<file path="config.mk">
export PLATFORM = sky130hd
export DESIGN_NAME = smallest_period_finder
export DESIGN_NICKNAME = d
export VERILOG_FILES = /design/src/hdl/spf_pkg.sv /design/src/hdl/spf_cell.sv /design/src/hdl/spf_pick.sv /design/src/hdl/smallest_period_finder.sv
export SDC_FILE = /design/constraint.sdc
export NUM_CORES = 1
export LEC_CHECK = 0
export ABC_AREA = 1
export BUFFER_PORTS_ARGS = -buffer_cell sky130_fd_sc_hd__buf_2
export CELL_PAD_IN_SITES_DETAIL_PLACEMENT = 1
export CELL_PAD_IN_SITES_GLOBAL_PLACEMENT = 2
export CORE_ASPECT_RATIO = 0.6
export CORE_MARGIN = 1
export CORE_UTILIZATION = 39
export CTS_CLUSTER_DIAMETER = 200
export CTS_CLUSTER_SIZE = 30
export DETAILED_ROUTE_END_ITERATION = 6
export GPL_ROUTABILITY_DRIVEN = 0
export GPL_TIMING_DRIVEN = 0
export MAX_ROUTING_LAYER = met4
export PLACE_DENSITY_LB_ADDON = 0.1
export REMOVE_ABC_BUFFERS = 1
export SLEW_MARGIN = 20
export SYNTH_ARGS = -nofsm -noshare
export SYNTH_HDL_FRONTEND = slang
export SYNTH_SLANG_ARGS = --single-unit
</file>
<file path="constraint.sdc">
create_clock -name clk -period 2.9 [get_ports clk]
set_input_delay 0.58 -clock clk [delete_from_list [all_inputs] [get_ports clk]]
set_output_delay 0.58 -clock clk [all_outputs]
set_load 0.05 [all_outputs]
</file>
<file path="src/hdl/spf_pkg.sv">
// ----------------------------------------------------------------------------
// spf_pkg: shared constants and types for the smallest period finder
// Sizes of the comparison chain, the byte path and the result field.
// ----------------------------------------------------------------------------
package spf_pkg;

	localparam int MAX_PERIOD = 42;
	localparam int DATA_W     = 8;
	localparam int PERIOD_W   = 6;
	localparam int LEN_W      = $clog2(MAX_PERIOD + 2);
	localparam int TDATA_O_W  = ((PERIOD_W + 7) / 8) * 8;

	typedef logic [DATA_W-1:0]   byte_t;
	typedef logic [PERIOD_W-1:0] period_t;
	typedef logic [LEN_W-1:0]    len_t;

	// broadcast from the input side to every cell
	typedef struct packed {
		logic  accept;
		logic  last;
		byte_t data;
	} cell_ctrl_t;

endpackage

</file>
<file path="src/hdl/spf_cell.sv">
// ----------------------------------------------------------------------------
// spf_cell: one delay tap and one period flag
// Holds the byte k+1 places back and the flag for period k+1; the tap
// passes to the next cell on every transaction, the armed bit on all but a last one.
// ----------------------------------------------------------------------------
module spf_cell (
	input  logic               clk,
	input  logic               arst_n,
	input  spf_pkg::cell_ctrl_t ctrl,
	input  spf_pkg::byte_t     hist_in,
	input  logic               armed_in,
	output spf_pkg::byte_t     hist_out,
	output logic               armed_out,
	output logic               cand
);
	import spf_pkg::*;

	byte_t hist_q;
	logic  armed_q;
	logic  flag_q;
	logic  flag_next;

	// armed means at least k+1 earlier bytes, so the tap is comparable
	assign flag_next = flag_q & ~(armed_q && (hist_q != ctrl.data));
	// period k+1 is below the length exactly when the tap was armed
	assign cand      = flag_next & armed_q;
	assign hist_out  = hist_q;
	assign armed_out = armed_q;

	always_ff @(posedge clk or negedge arst_n) begin
		if (!arst_n) begin
			hist_q  <= '0;
			armed_q <= 1'b0;
			flag_q  <= 1'b1;
		end else if (ctrl.accept) begin
			hist_q <= hist_in;
			if (ctrl.last) begin
				armed_q <= 1'b0;
				flag_q  <= 1'b1;
			end else begin
				armed_q <= armed_in;
				flag_q  <= flag_next;
			end
		end
	end

endmodule

</file>
<file path="src/hdl/spf_pick.sv">
// ----------------------------------------------------------------------------
// spf_pick: lowest surviving period
// Isolates the lowest set candidate bit and encodes it, or takes the
// capped length when no candidate is left.
// ----------------------------------------------------------------------------
module spf_pick (
	input  logic [spf_pkg::MAX_PERIOD-1:0] cand,
	input  spf_pkg::period_t               fallback,
	output spf_pkg::period_t               period
);
	import spf_pkg::*;

	logic [MAX_PERIOD-1:0] lowest;
	period_t               enc;

	assign lowest = cand & (~cand + 1'b1);

	always_comb begin
		enc = '0;
		for (int k = 0; k < MAX_PERIOD; k++) begin
			if (lowest[k]) begin
				enc = enc | PERIOD_W'(k + 1);
			end
		end
	end

	assign period = (cand == '0) ? fallback : enc;

endmodule

</file>
<file path="src/hdl/smallest_period_finder.sv">
// ----------------------------------------------------------------------------
// smallest_period_finder: smallest repeating period of a byte run
// A chain of cells compares each byte with the byte p places back for every
// candidate period; on the last byte the lowest surviving period is sent.
//
//  channel  | direction | tdata              | tlast     | tuser
//  s_*      | in        | [7:0] data_byte    | last      | -
//  m_*      | out       | [5:0] period       | -         | -
//
// one byte per cycle while no result is stalled; every cell compares and shifts in the same cycle
// a result passes from its last byte into the candidate register, then into
// the output register after the lowest-bit search
// reset clears the chain, the length count and the valid bits of both pipeline stages
// a stalled result holds the pipeline and drops s_tready
// ----------------------------------------------------------------------------
module smallest_period_finder (
	input  logic                         clk,
	input  logic                         arst_n,
	input  logic                         s_tvalid,
	output logic                         s_tready,
	input  logic [spf_pkg::DATA_W-1:0]   s_tdata,   // [7:0] data_byte
	input  logic                         s_tlast,
	output logic                         m_tvalid,
	input  logic                         m_tready,
	output logic [spf_pkg::TDATA_O_W-1:0] m_tdata   // [5:0] period, rest zero
);
	import spf_pkg::*;

	cell_ctrl_t            ctrl;
	byte_t                 hist   [MAX_PERIOD+1];
	logic [MAX_PERIOD:0]   armed;
	logic [MAX_PERIOD-1:0] cand;
	len_t                  length_q;
	period_t               fallback;
	logic                  advance;

	logic [MAX_PERIOD-1:0] cand_s1;
	period_t               fallback_s1;
	logic                  valid_s1;
	period_t               pick_period;
	period_t               period_q;
	logic                  out_valid_q;

	assign advance     = !(out_valid_q && !m_tready);
	assign s_tready    = advance;
	assign ctrl.accept = s_tvalid && advance;
	assign ctrl.last   = s_tlast;
	assign ctrl.data   = s_tdata;

	assign hist[0]  = s_tdata;
	assign armed[0] = 1'b1;

	for (genvar k = 0; k < MAX_PERIOD; k++) begin : g_cell
		spf_cell u_cell (
			.clk      (clk),
			.arst_n   (arst_n),
			.ctrl     (ctrl),
			.hist_in  (hist[k]),
			.armed_in (armed[k]),
			.hist_out (hist[k+1]),
			.armed_out(armed[k+1]),
			.cand     (cand[k])
		);
	end

	// length after this byte, capped at the largest period
	assign fallback = armed[MAX_PERIOD] ? PERIOD_W'(MAX_PERIOD)
	                                    : PERIOD_W'(length_q + 1'b1);

	always_ff @(posedge clk or negedge arst_n) begin
		if (!arst_n) begin
			length_q <= '0;
		end else if (ctrl.accept) begin
			if (s_tlast) begin
				length_q <= '0;
			end else if (length_q < LEN_W'(MAX_PERIOD + 1)) begin
				length_q <= length_q + 1'b1;
			end
		end
	end

	always_ff @(posedge clk or negedge arst_n) begin
		if (!arst_n) begin
			valid_s1 <= 1'b0;
		end else if (advance) begin
			valid_s1 <= ctrl.accept && s_tlast;
		end
	end

	always_ff @(posedge clk) begin
		if (advance) begin
			cand_s1     <= cand;
			fallback_s1 <= fallback;
		end
	end

	spf_pick u_pick (
		.cand    (cand_s1),
		.fallback(fallback_s1),
		.period  (pick_period)
	);

	always_ff @(posedge clk or negedge arst_n) begin
		if (!arst_n) begin
			out_valid_q <= 1'b0;
		end else if (advance) begin
			out_valid_q <= valid_s1;
		end
	end

	always_ff @(posedge clk) begin
		if (advance) begin
			period_q <= pick_period;
		end
	end

	assign m_tvalid = out_valid_q;
	assign m_tdata  = TDATA_O_W'(period_q);

endmodule
</file>
==> run_results.csv, run 1 <==
group,metric,value,unit
sta,timing_limited_maximum_frequency,364,MHz
detailed_routing,route.final.wire_length,75700,microns
power_and_ir_drop,static-leakage-power,11.9,nW
clock_network,clock_path_buffers,3,
synth,postSynthCellCount,2916,
clock_network,clkSinkCount,482,
setup_path,cp_max_fo,38,
sta,fin_worst_skew,0.0506,ns
sta,grt_setup_unrepaired,"false",
synth,post_synth_num_cell_types,40,
clock_network,clock_tree_from_tritoncts,"done",
sta,time_the_worst_path_needs_with_i_o_delays_and_setup,2.75,ns
sta,slew_viol_final,0,
die,initial_utilization,40.0,%
detailed_routing,via_per_inst,5.18,
synth,synthesis.area,24000,sq um
clock_network,clkSlewWorstSetupHoldPaths,0.12,ns
setup_path,critical_path.startpoint_type,"flip-flop",
grt,antenna_found_initial,0,
die,die_y,194,microns
power_and_ir_drop,p_int,0.0113,W
sta,timing.final.crit_share,94.8,%
detailed_routing,detail_route.first_pass.iterations,5,
clock_network,cts_bufs_inserted,20,
synth,yosysWarningCount,0,
finish,final_util,43.1,%
sta,timing.slew.headroom,35.7,%
detailed_routing,drcViolationCount,0,
synth,seq_area_frac_synth,51.6,%
die,fp.coreArea,60000,sq um
setup_path,arrival,3.25,ns
synth,postSynthAreaPerCell,8.23,sq um
power_and_ir_drop,vdd_ir_drop_max,360,uV
finish,layout.filler_cells,7146,
finish,antennaDiodeCount,0,
worst_hold_path,class_of_the_tightest_hold_or_removal_check,"reg -> reg",
run,drv_cap,0,
power_and_ir_drop,pwr-share-clk,20.7,%
power_and_ir_drop,seq_power_share,53.4,%
sta,report.final.hold_viol_count,0,
clock_network,cts-htree-levels,1,
power_and_ir_drop,netSwitchingPower,0.00639,W
finish,layout.cells.most_common_list,"nand2_1 (863), dfrtp_1 (386), inv_1 (376)",
setup_path,critical_path.endpoint_type,"flip-flop",
grt,grt_util_all_layers,25.4,%
detailed_routing,avgRoutedWirePerCell,20.6,microns
grt,grt_pass1_vias,19800,
synth,synth.ff_latch_count,482,
grt,grt_first_pass_wirelength,119000,microns
sta,final.setup.tns,0,ns
setup_path,critical_path_class,"reg -> reg",
clock_network,clkLatencyLatePin,0.59,ns
power_and_ir_drop,ratio_of_total_power_to_cell_area,686,nW/um^2
detailed_routing,drt_iter0_drc,1305,
die,pin_count,23,
grt,grt_start_max_net_pins,92,
die,placement_rows,69,
detailed_routing,num_vias,19000,
place,post_placement_setup_slack,-1.85,ns
finish,area_delta_synth_final,7.83,%
clock_network,cts.root.buffer_cell,"clkbuf_16",
die,floorplan_die_area,62500,sq um
sta,worst_slack_setup_final,0.150,ns
setup_path,endpoint_required_time_on_the_critical_path,3.40,ns
synth,async_flop_share,88.8,%
sta,worst_hold_slack,0.471,ns
power_and_ir_drop,part_of_the_power_in_combinational_logic,25.8,%
synth,synth_enable_flop_cells,54,
detailed_routing,final_antenna_net_count,0,
synth,postSynth.topFlopCell,"dfrtp_1",
sta,tightestPinTransition,0.964,ns
sta,report.final.setup_viol,0,
place,portBuffers,20,
place,place_inst,3627,
grt,gr-total-overflow,0,
finish,layout.nets,2862,
outcome,outcome,"finished clean",
finish,final_layout_size_suffix_gt1_share,5.73,%
die,dieWidth,322,microns
finish,layout_commonest_cell,"nand2_1",
power_and_ir_drop,sw_frac_of_total,36.0,%
finish,finish.cell_count_without_fillers,3677,
place,place.detailed.hpwl,47900,microns
-- state kept, by name, summed over array words and instances, names as in the netlist --
register and count:
g_cell.u_cell.hist_out 336, cand_s1 42, m_tvalid 1, fallback_s1 6, length_q 6, valid_s1 1, period_q 6, g_cell.u_cell.flag_q 42
g_cell.u_cell.armed_out 42
-- metal layers --
layer / track usage (%) / share of wire [%] / wire length [microns] / vias up
met4: 3.54 / 1.4 / 1070 / 0
li1: - / - / - / 9044
met5: - / 0 / 0 / -
met3: 2.75 / 3.9 / 2940 / 56
met2: 37.0 / 43 / 32400 / 281
met1: 38.5 / 52 / 39300 / 9650
-- cell usage after synthesis, types with 5 or more instances --
library cell / instances / area, sq um
nand2_1: 864 / 3240
buf_6: 12 / 135
clkbuf_1: 42 / 158
nor2_2: 12 / 75.1
nand4_1: 100 / 626
dfstp_2: 42 / 1100
or2_1: 22 / 138
xnor2_1: 170 / 1490
a21oi_1: 31 / 155
o21ai_1: 10 / 50.1
o22ai_1: 44 / 275
nand3_1: 97 / 485
xor2_1: 15 / 131
inv_1: 377 / 1420
o21ai_0: 348 / 1740
buf_2: 72 / 360
edfxtp_1: 54 / 1620
inv_2: 12 / 45.0
nand2_2: 5 / 31.3
dfrtp_1: 386 / 9660
nor3_1: 27 / 135
o31ai_1: 8 / 60.1
buf_4: 19 / 143
and3_1: 11 / 68.8
nor2_1: 111 / 417
-- worst max-delay path, cell delays in order, from the launching register on --
cell,delay (ns)
dfrtp_1,0.37
inv_1,0.07
nor2_4,0.17
bufinv_16,0.25
nand2_8,0.17
buf_16,0.23
inv_8,0.14
buf_16,0.22
buf_16,0.22
nand2_8,0.22
o21ai_0,0.13
or2_1,0.25
-- area by class of cell --
cell class	instances	area, sq um	share of cell area (%)
Clock buffer	34	574	2.22
Clock inverter	1	30.0	0.116
Inverter	391	1510	5.83
Multi-Input combinational cell	1901	9430	36.5
Sequential cell	482	12400	47.9
Tap cell	816	1020	3.95
Timing Repair Buffer	51	911	3.52
Timing Repair inverter	1	8.76	0.0339
-- cells by family (layout without fill, tap and decap cells) --
| group | after synthesis | in the layout | share of synthesized area (%) |
|---|---|---|---|
| xor gates and xnor gates | 185 | 185 | 6.75 |
| other | 1 | 2 | 0.0156 |
| muxes | 1 | 1 | 0.0417 |
| buffers and inverters | 538 | 478 | 9.50 |
| and+or+nand+nor | 1266 | 1270 | 22.5 |
| adders and majority gates | 1 | 1 | 0.0521 |
| AOI/OAI and AO/OA | 442 | 442 | 9.54 |
| DFF | 482 | 482 | 51.6 |
-- path summary, 6_finish.rpt --
check	start	to	slack, ns	cells after the start
max in group asynchronous	arst_n	g_cell[0].u_cell.hist_out[7]$_DFFE_PN0P_	0.42	6
min in group asynchronous	arst_n	g_cell[14].u_cell.hist_out[7]$_DFFE_PN0P_	0.49	2
worst max-delay path	m_tvalid$_DFFE_PN0N_	g_cell[11].u_cell.flag_q$_DFFE_PN1P_	0.15	11
worst max register to register	m_tvalid$_DFFE_PN0N_	g_cell[11].u_cell.flag_q$_DFFE_PN1P_	0.15	11
worst min register to register	valid_s1$_DFFE_PN0N_	m_tvalid$_DFFE_PN0N_	0.47	2
worst min-delay path	valid_s1$_DFFE_PN0N_	m_tvalid$_DFFE_PN0N_	0.47	2
-- repair_timing --
action / 4_1_cts / 5_1_grt
cloned: 10 / 2
gates resized for setup: 10 / 2
hold buffers: 1 / 0
buffers inserted: 3 / 0
hold endpoints to repair: 52 / 0
pin swaps: 2 / 1
endpoints found under the setup margin: 195 / 22
-- power by group through the flow --
stage | registers (W) | clock network (W) | logic, W
after floorplan | 0.00932 | 0 | 0.00303
after global placement | 0.00957 | 0 | 0.00427
after detailed placement | 0.00960 | 0 | 0.00445
after CTS | 0.00947 | 0.00378 | 0.00462
after global routing | 0.00968 | 0.00402 | 0.00522
final | 0.00948 | 0.00368 | 0.00458
-- metrics by stage --
step,power (W),area [sq um]
6_report,0.0177,25900
5_1_grt,0.0189,25900
4_1_cts,0.0179,25900
3_5_place_dp,0.0140,24900
3_3_place_gp,0.0138,24300
2_1_floorplan,0.0123,23200
(Power assumes the default switching activity.)
==> run 2, diff against run 1 <==
--- a/config.mk
+++ b/config.mk
@@ -19,6 +19,7 @@
 export GPL_TIMING_DRIVEN = 0
 export MAX_ROUTING_LAYER = met4
 export PLACE_DENSITY_LB_ADDON = 0.1
+export RECOVER_POWER = 100
 export REMOVE_ABC_BUFFERS = 1
 export SLEW_MARGIN = 20
 export SYNTH_ARGS = -nofsm -noshare
==> constraint.sdc (replaced) <==
create_clock -name clk -period 3 [get_ports clk]
set_input_delay 0.6 -clock clk [delete_from_list [all_inputs] [get_ports clk]]
set_output_delay 0.6 -clock clk [all_outputs]
set_load 0.05 [all_outputs]
==> run 2 against run 1 <==
  * The run now ends with max-capacitance violations, max-slew violations left
  * Setup slack improved by 0.045 ns
  * Sequential power down 3.4%
  * Cell area shrank 1.0%
  * Critical endpoint is now g_cell[2].u_cell.flag_q$_DFFE_PN1P_
  * Largest power group unchanged
==> run_results.csv, run 2 (same netlist as run 1, synthesis figures left out) <==
group,metric,value,unit
setup_path,crit-reg2reg-capture,"g_cell[2].u_cell.flag_q$_DFFE_PN1P_",
die,fp.coreArea,60000,sq um
setup_path,worst-r2r-cell-count,12,
sta,slew_viol_final,26,
detailed_routing,num_vias,19000,
power_and_ir_drop,ratio_of_total_power_to_cell_area,666,nW/um^2
finish,largest_register_ffs,336,
die,initial_utilization,40.0,%
sta,fin_worst_skew,0.0498,ns
sta,timing.final.crit_share,93.5,%
sta,tightestPinTransition,1.75,ns
sta,report.final.hold_viol_count,0,
sta,grt_setup_unrepaired,"false",
clock_network,cts-htree-levels,1,
finish,layout.cells.most_common_list,"nand2_1 (864), dfrtp_1 (386), inv_1 (377)",
setup_path,cp_max_fo,40,
detailed_routing,via_per_inst,5.17,
detailed_routing,avgRoutedWirePerCell,20.4,microns
grt,grt_util_all_layers,25.4,%
sta,timing.slew.headroom,-16.9,%
outcome,violations,"max-capacitance violations, max-slew violations",
die,dieWidth,322,microns
setup_path,timing.reg2reg.setup_slack,0.19,ns
clock_network,clkLatencyLatePin,0.59,ns
grt,antenna_found_initial,0,
clock_network,clock_tree_from_tritoncts,"done",
power_and_ir_drop,static-leakage-power,11.7,nW
sta,time_the_worst_path_needs_with_i_o_delays_and_setup,2.81,ns
run,drv_cap,2,
detailed_routing,drcViolationCount,0,
setup_path,critical_path.endpoint_type,"flip-flop",
die,pin_count,23,
sta,worst_hold_slack,0.418,ns
finish,area_delta_synth_final,6.73,%
worst_hold_path,class_of_the_tightest_hold_or_removal_check,"in -> reg",
detailed_routing,drt_iter0_drc,1281,
finish,layout.filler_cells,7178,
clock_network,cts.root.buffer_cell,"clkbuf_16",
sta,report.final.setup_viol,0,
die,placement_rows,69,
place,detailed_place.area,24900,sq um
setup_path,critPathLaunch,"m_tvalid$_DFFE_PN0N_",
finish,final_layout_size_suffix_gt1_share,5.14,%
finish,layout_commonest_cell,"nand2_1",
grt,grt_first_pass_wirelength,119000,microns
grt,gr-total-overflow,0,
place,portBuffers,20,
clock_network,clkSlewWorstSetupHoldPaths,0.13,ns
die,die_y,194,microns
die,floorplan_die_area,62500,sq um
outcome,outcome,"finished, violations left",
clock_network,clock_path_buffers,3,
detailed_routing,detail_route.first_pass.iterations,5,
clock_network,cts_bufs_inserted,20,
power_and_ir_drop,vdd_ir_drop_max,351,uV
detailed_routing,route.final.wire_length,75200,microns
setup_path,endpoint_required_time_on_the_critical_path,3.52,ns
setup_path,critical_path.startpoint_type,"flip-flop",
setup_path,critical_path_class,"reg -> reg",
finish,design_area,25600,sq um
grt,grt_start_max_net_pins,92,
finish,antennaDiodeCount,0,
setup_path,arrival,3.33,ns
setup_path,timing.critical_path.to,"g_cell[2].u_cell.flag_q$_DFFE_PN1P_",
finish,layout.nets,2862,
worst_hold_path,min_delay_path_depth,3,
detailed_routing,final_antenna_net_count,0,
grt,grt_pass1_vias,19800,
clock_network,clkSinkCount,482,
place,place.detailed.hpwl,47900,microns
sta,timing_limited_maximum_frequency,356,MHz
setup_path,worst_r2r_startpoint,"m_tvalid$_DFFE_PN0N_",
finish,final_util,42.7,%
-- run 2: changes by cell type in the layout (fill, tap and decap cells not counted), sizes merged --
cell,delta
clkbuf,+18
inv,-1
clkinvlp,+1
buf,-13
bufbuf,-5
-- run 2: layout make-up --
type | count | area, sq um | area share [%]
repair buffers | 51 | 682 | 2.66
clock buffers | 34 | 574 | 2.24
repair inverters | 1 | 5.00 | 0.0195
inverters | 391 | 1510 | 5.90
multi-input cells | 1901 | 9400 | 36.7
well taps | 816 | 1020 | 3.99
flip-flops and latches | 482 | 12400 | 48.4
clock inverters | 1 | 30.0 | 0.117
-- run 2: timing repair --
item / in CTS / in global routing
hold endpoints to repair: 52 / 0
cloned: 10 / 1
hold buffers: 1 / 0
resized for setup: 9 / 5
pin swaps: 2 / 2
endpoints found under the setup margin: 195 / 30
buffers inserted: 0 / 3
-- run 2: worst min path at each step --
stage | from | to | slack, ns
global route | s_tvalid | g_cell[41].u_cell.hist_out[4]$_DFFE_PN0P_ | 0.42
detailed placement | valid_s1$_DFFE_PN0N_ | m_tvalid$_DFFE_PN0N_ | 0.45
global placement | valid_s1$_DFFE_PN0N_ | m_tvalid$_DFFE_PN0N_ | 0.43
CTS | valid_s1$_DFFE_PN0N_ | m_tvalid$_DFFE_PN0N_ | 0.48
floorplan | arst_n | g_cell[0].u_cell.armed_out$_DFFE_PN0P_ | 0.30
finish | s_tvalid | g_cell[41].u_cell.hist_out[4]$_DFFE_PN0P_ | 0.42
-- run 2: worst max-delay path: stages, from the launching register on --
cell       delay (ns)
dfrtp_1          0.37
inv_1            0.07
nor2_4           0.14
bufinv_16        0.24
nand2_8          0.12
buf_16           0.19
buf_16           0.22
inv_12           0.11
buf_16           0.21
buf_16           0.22
nand2_4          0.30
o21ai_0          0.13
or2_1            0.24
-- run 2: per-stage QoR --
stage                     TNS (ns)  power, W  setup WS (ns)  instances
after floorplan           -3462.39    0.0119         -11.85       2770
after global placement           -    0.0134         -24.38       3606
after detailed placement   -190.22    0.0136          -1.77       3627
after CTS                        0    0.0173         0.0169       3673
after global routing             0    0.0182         0.0641       3677
final                            0    0.0171          0.195       3677
-- run 2: routing by layer --
metal  wire length [microns]  global-route usage [%]  vias to the layer above
met4                    1050                    3.54                        0
met2                   32400                    37.0                      271
met3                    2840                    2.72                       56
li1                        -                       -                     9038
met5                       0                       -                        -
met1                   38900                    38.5                     9631
-- run 2: where the power goes --
group          switching [W]  total [W]  internal, W
Sequential           0.00121    0.00916      0.00796
Clock                0.00220    0.00355      0.00136
Combinational        0.00276    0.00434      0.00159
==> run 3, diff against run 2 <==
--- a/config.mk
+++ b/config.mk
@@ -11,7 +11,8 @@
 export CELL_PAD_IN_SITES_GLOBAL_PLACEMENT = 2
 export CORE_ASPECT_RATIO = 0.6
 export CORE_MARGIN = 1
-export CORE_UTILIZATION = 39
+export CORE_UTILIZATION = 40
+export CTS_BUF_LIST = sky130_fd_sc_hd__clkbuf_4
 export CTS_CLUSTER_DIAMETER = 200
 export CTS_CLUSTER_SIZE = 30
 export DETAILED_ROUTE_END_ITERATION = 6
==> run 3 against run 2 <==
  * The run still ends with max-capacitance violations, max-slew violations left
  * Non-clock buffer count is 3 lower
  * Critical path depth is 2 lower
  * Sequential power hardly changed
  * Cell area is 1.8% lower
  * Die area is 2.5% lower
  * Total power is 5.5% lower
  * Sequential share of layout area is 0.90 points higher
  * Final cell count is 0.95% lower
  * Hold slack worse by 0.32 ns
  * Critical endpoint is now cand_s1[38]$_DFFE_PN_
  * Highest routed layer unchanged
==> run_results.csv, run 3 (same netlist as run 1, synthesis figures left out) <==
group,metric,value,unit
finish,layout_commonest_cell,"nand2_1",
setup_path,endpoint_required_time_on_the_critical_path,3.80,ns
finish,layout.nets,2858,
power_and_ir_drop,vdd_ir_drop_max,275,uV
finish,largest_register_ffs,336,
die,placement_rows,69,
clock_network,cts_bufs_inserted,20,
power_and_ir_drop,ratio_of_total_power_to_cell_area,641,nW/um^2
detailed_routing,detail_route.first_pass.iterations,5,
sta,report.final.setup_viol,0,
sta,slew_viol_final,115,
finish,multiInputGateArea,9360,sq um
power_and_ir_drop,static-leakage-power,11.5,nW
place,post_placement_setup_slack,-1.51,ns
clock_network,clkSinkCount,482,
detailed_routing,route.final.wire_length,75200,microns
finish,sequential_cell_area,12400,sq um
grt,grt_start_max_net_pins,141,
setup_path,critical_path.startpoint_type,"input port",
finish,layout.cells.most_common_list,"nand2_1 (866), dfrtp_1 (386), inv_1 (378)",
grt,grt_util_all_layers,25.3,%
sta,time_the_worst_path_needs_with_i_o_delays_and_setup,2.87,ns
finish,layout.filler_cells,7101,
setup_path,critPathLaunch,"s_tdata[4]",
clock_network,clock_tree_from_tritoncts,"done",
place,portBuffers,20,
sta,grt_setup_unrepaired,"false",
setup_path,critical_path_class,"in -> reg",
detailed_routing,drt_iter0_drc,1288,
place,place.detailed.hpwl,47600,microns
sta,fin_worst_skew,0.125,ns
finish,final_layout_size_suffix_gt1_share,5.56,%
sta,tightestPinTransition,2.17,ns
sta,report.final.hold_viol_count,0,
clock_network,clock_path_buffers,3,
die,fp.coreArea,59200,sq um
detailed_routing,drcViolationCount,0,
sta,timing.slew.headroom,-45.0,%
detailed_routing,final_antenna_net_count,0,
setup_path,arrival,3.67,ns
die,floorplan_die_area,61000,sq um
clock_network,cts-htree-levels,1,
clock_network,clkSlewWorstSetupHoldPaths,0.33,ns
die,die_y,192,microns
outcome,violations,"max-capacitance violations, max-slew violations",
die,pin_count,23,
detailed_routing,via_per_inst,5.22,
setup_path,timing.reg2reg.setup_slack,0.18,ns
outcome,outcome,"finished, violations left",
grt,gr-total-overflow,0,
die,dieWidth,318,microns
grt,antenna_found_initial,3,
setup_path,worst_r2r_startpoint,"m_tvalid$_DFFE_PN0N_",
die,initial_utilization,40.5,%
setup_path,cp_max_fo,33,
worst_hold_path,class_of_the_tightest_hold_or_removal_check,"in -> async",
finish,final_util,42.4,%
setup_path,critical_path.endpoint_type,"flip-flop",
finish,area_delta_synth_final,4.78,%
clock_network,cts.root.buffer_cell,"clkbuf_4",
grt,grt_pass1_vias,19600,
grt,grt_first_pass_wirelength,116000,microns
detailed_routing,num_vias,19000,
clock_network,clkLatencyLatePin,0.93,ns
run,drv_cap,2,
sta,timing.final.crit_share,95.6,%
detailed_routing,avgRoutedWirePerCell,20.6,microns
sta,timing_limited_maximum_frequency,349,MHz
sta,worst_slack_setup_final,0.131,ns
[run 3: cell count changes in the layout (fill, tap and decap cells not counted), sizes merged]
cell,change
diode,+3
buf,-1
clkinvlp,-1
bufbuf,-1
[run 3: repair_timing]
action,CTS,global route
setup endpoints to repair,215,63
gates resized for setup,8,2
pin swaps,2,2
endpoints found under the hold margin,193,0
hold buffers,1,0
gates cloned,6,4
buffers inserted,0,0
[run 3: critical path, stage by stage]
cell and delay [ns]:
buf_4 0.20, clkbuf_4 0.64, inv_1 0.97, nand2_1 0.29, nand4_1 0.10, nor2_1 0.17
nand4_1 0.23, a21oi_1 0.24, nand2_1 0.07, inv_1 0.05
[run 3: power breakdown]
part / total (W) / leakage [nW] / internal [W] / switching [W]
Combinational: 0.00431 / 5.18 / 0.00157 / 0.00274
Clock: 0.00265 / 0.172 / 0.000535 / 0.00212
Sequential: 0.00917 / 6.19 / 0.00796 / 0.00121
[run 3: area by class of cell]
type	count	area share (%)
antenna	3	0.0299
tap	781	3.89
sequential	482	49.3
timing repair buffer	48	2.40
clock inverter	1	0.119
clock buffer	35	1.05
inverter	391	6.01
multi-input combinational	1901	37.2
[run 3: metrics by stage]
stage / TNS, ns / hold WS [ns] / instances / power, W / instance area [sq um]
after floorplan: -3462.39 / 0.304 / 2770 / 0.0119 / 23200
after global placement: - / 0.433 / 3571 / 0.0134 / 24300
after detailed placement: -200.63 / 0.443 / 3593 / 0.0136 / 24900
after CTS: 0 / 0.0355 / 3635 / 0.0163 / 25400
after global routing: 0 / 0.0572 / 3641 / 0.0172 / 25100
final: 0 / 0.0938 / 3642 / 0.0161 / 25100
[run 3: per-layer routing]
layer  GRT usage (%)  wire length, microns  up-vias
met2            37.3                 31900      285
met3            2.85                  2820       77
met4            4.83                  1370        0
met1            37.7                 39100     9619
li1                -                     -     9035
met5               -                     0        -
[run 3: path summary, 6_finish.rpt]
path / cells past startpoint / to
min in group clk: 4 / g_cell[25].u_cell.hist_out[4]$_DFFE_PN0P_
min reg2reg: 2 / g_cell[21].u_cell.hist_out[5]$_DFFE_PN0P_
max reg2reg: 10 / g_cell[40].u_cell.hist_out[3]$_DFFE_PN0P_
max in group asynchronous: 4 / g_cell[20].u_cell.hist_out[4]$_DFFE_PN0P_
max: 10 / cand_s1[38]$_DFFE_PN_
min: 2 / g_cell[37].u_cell.hist_out[2]$_DFFE_PN0P_
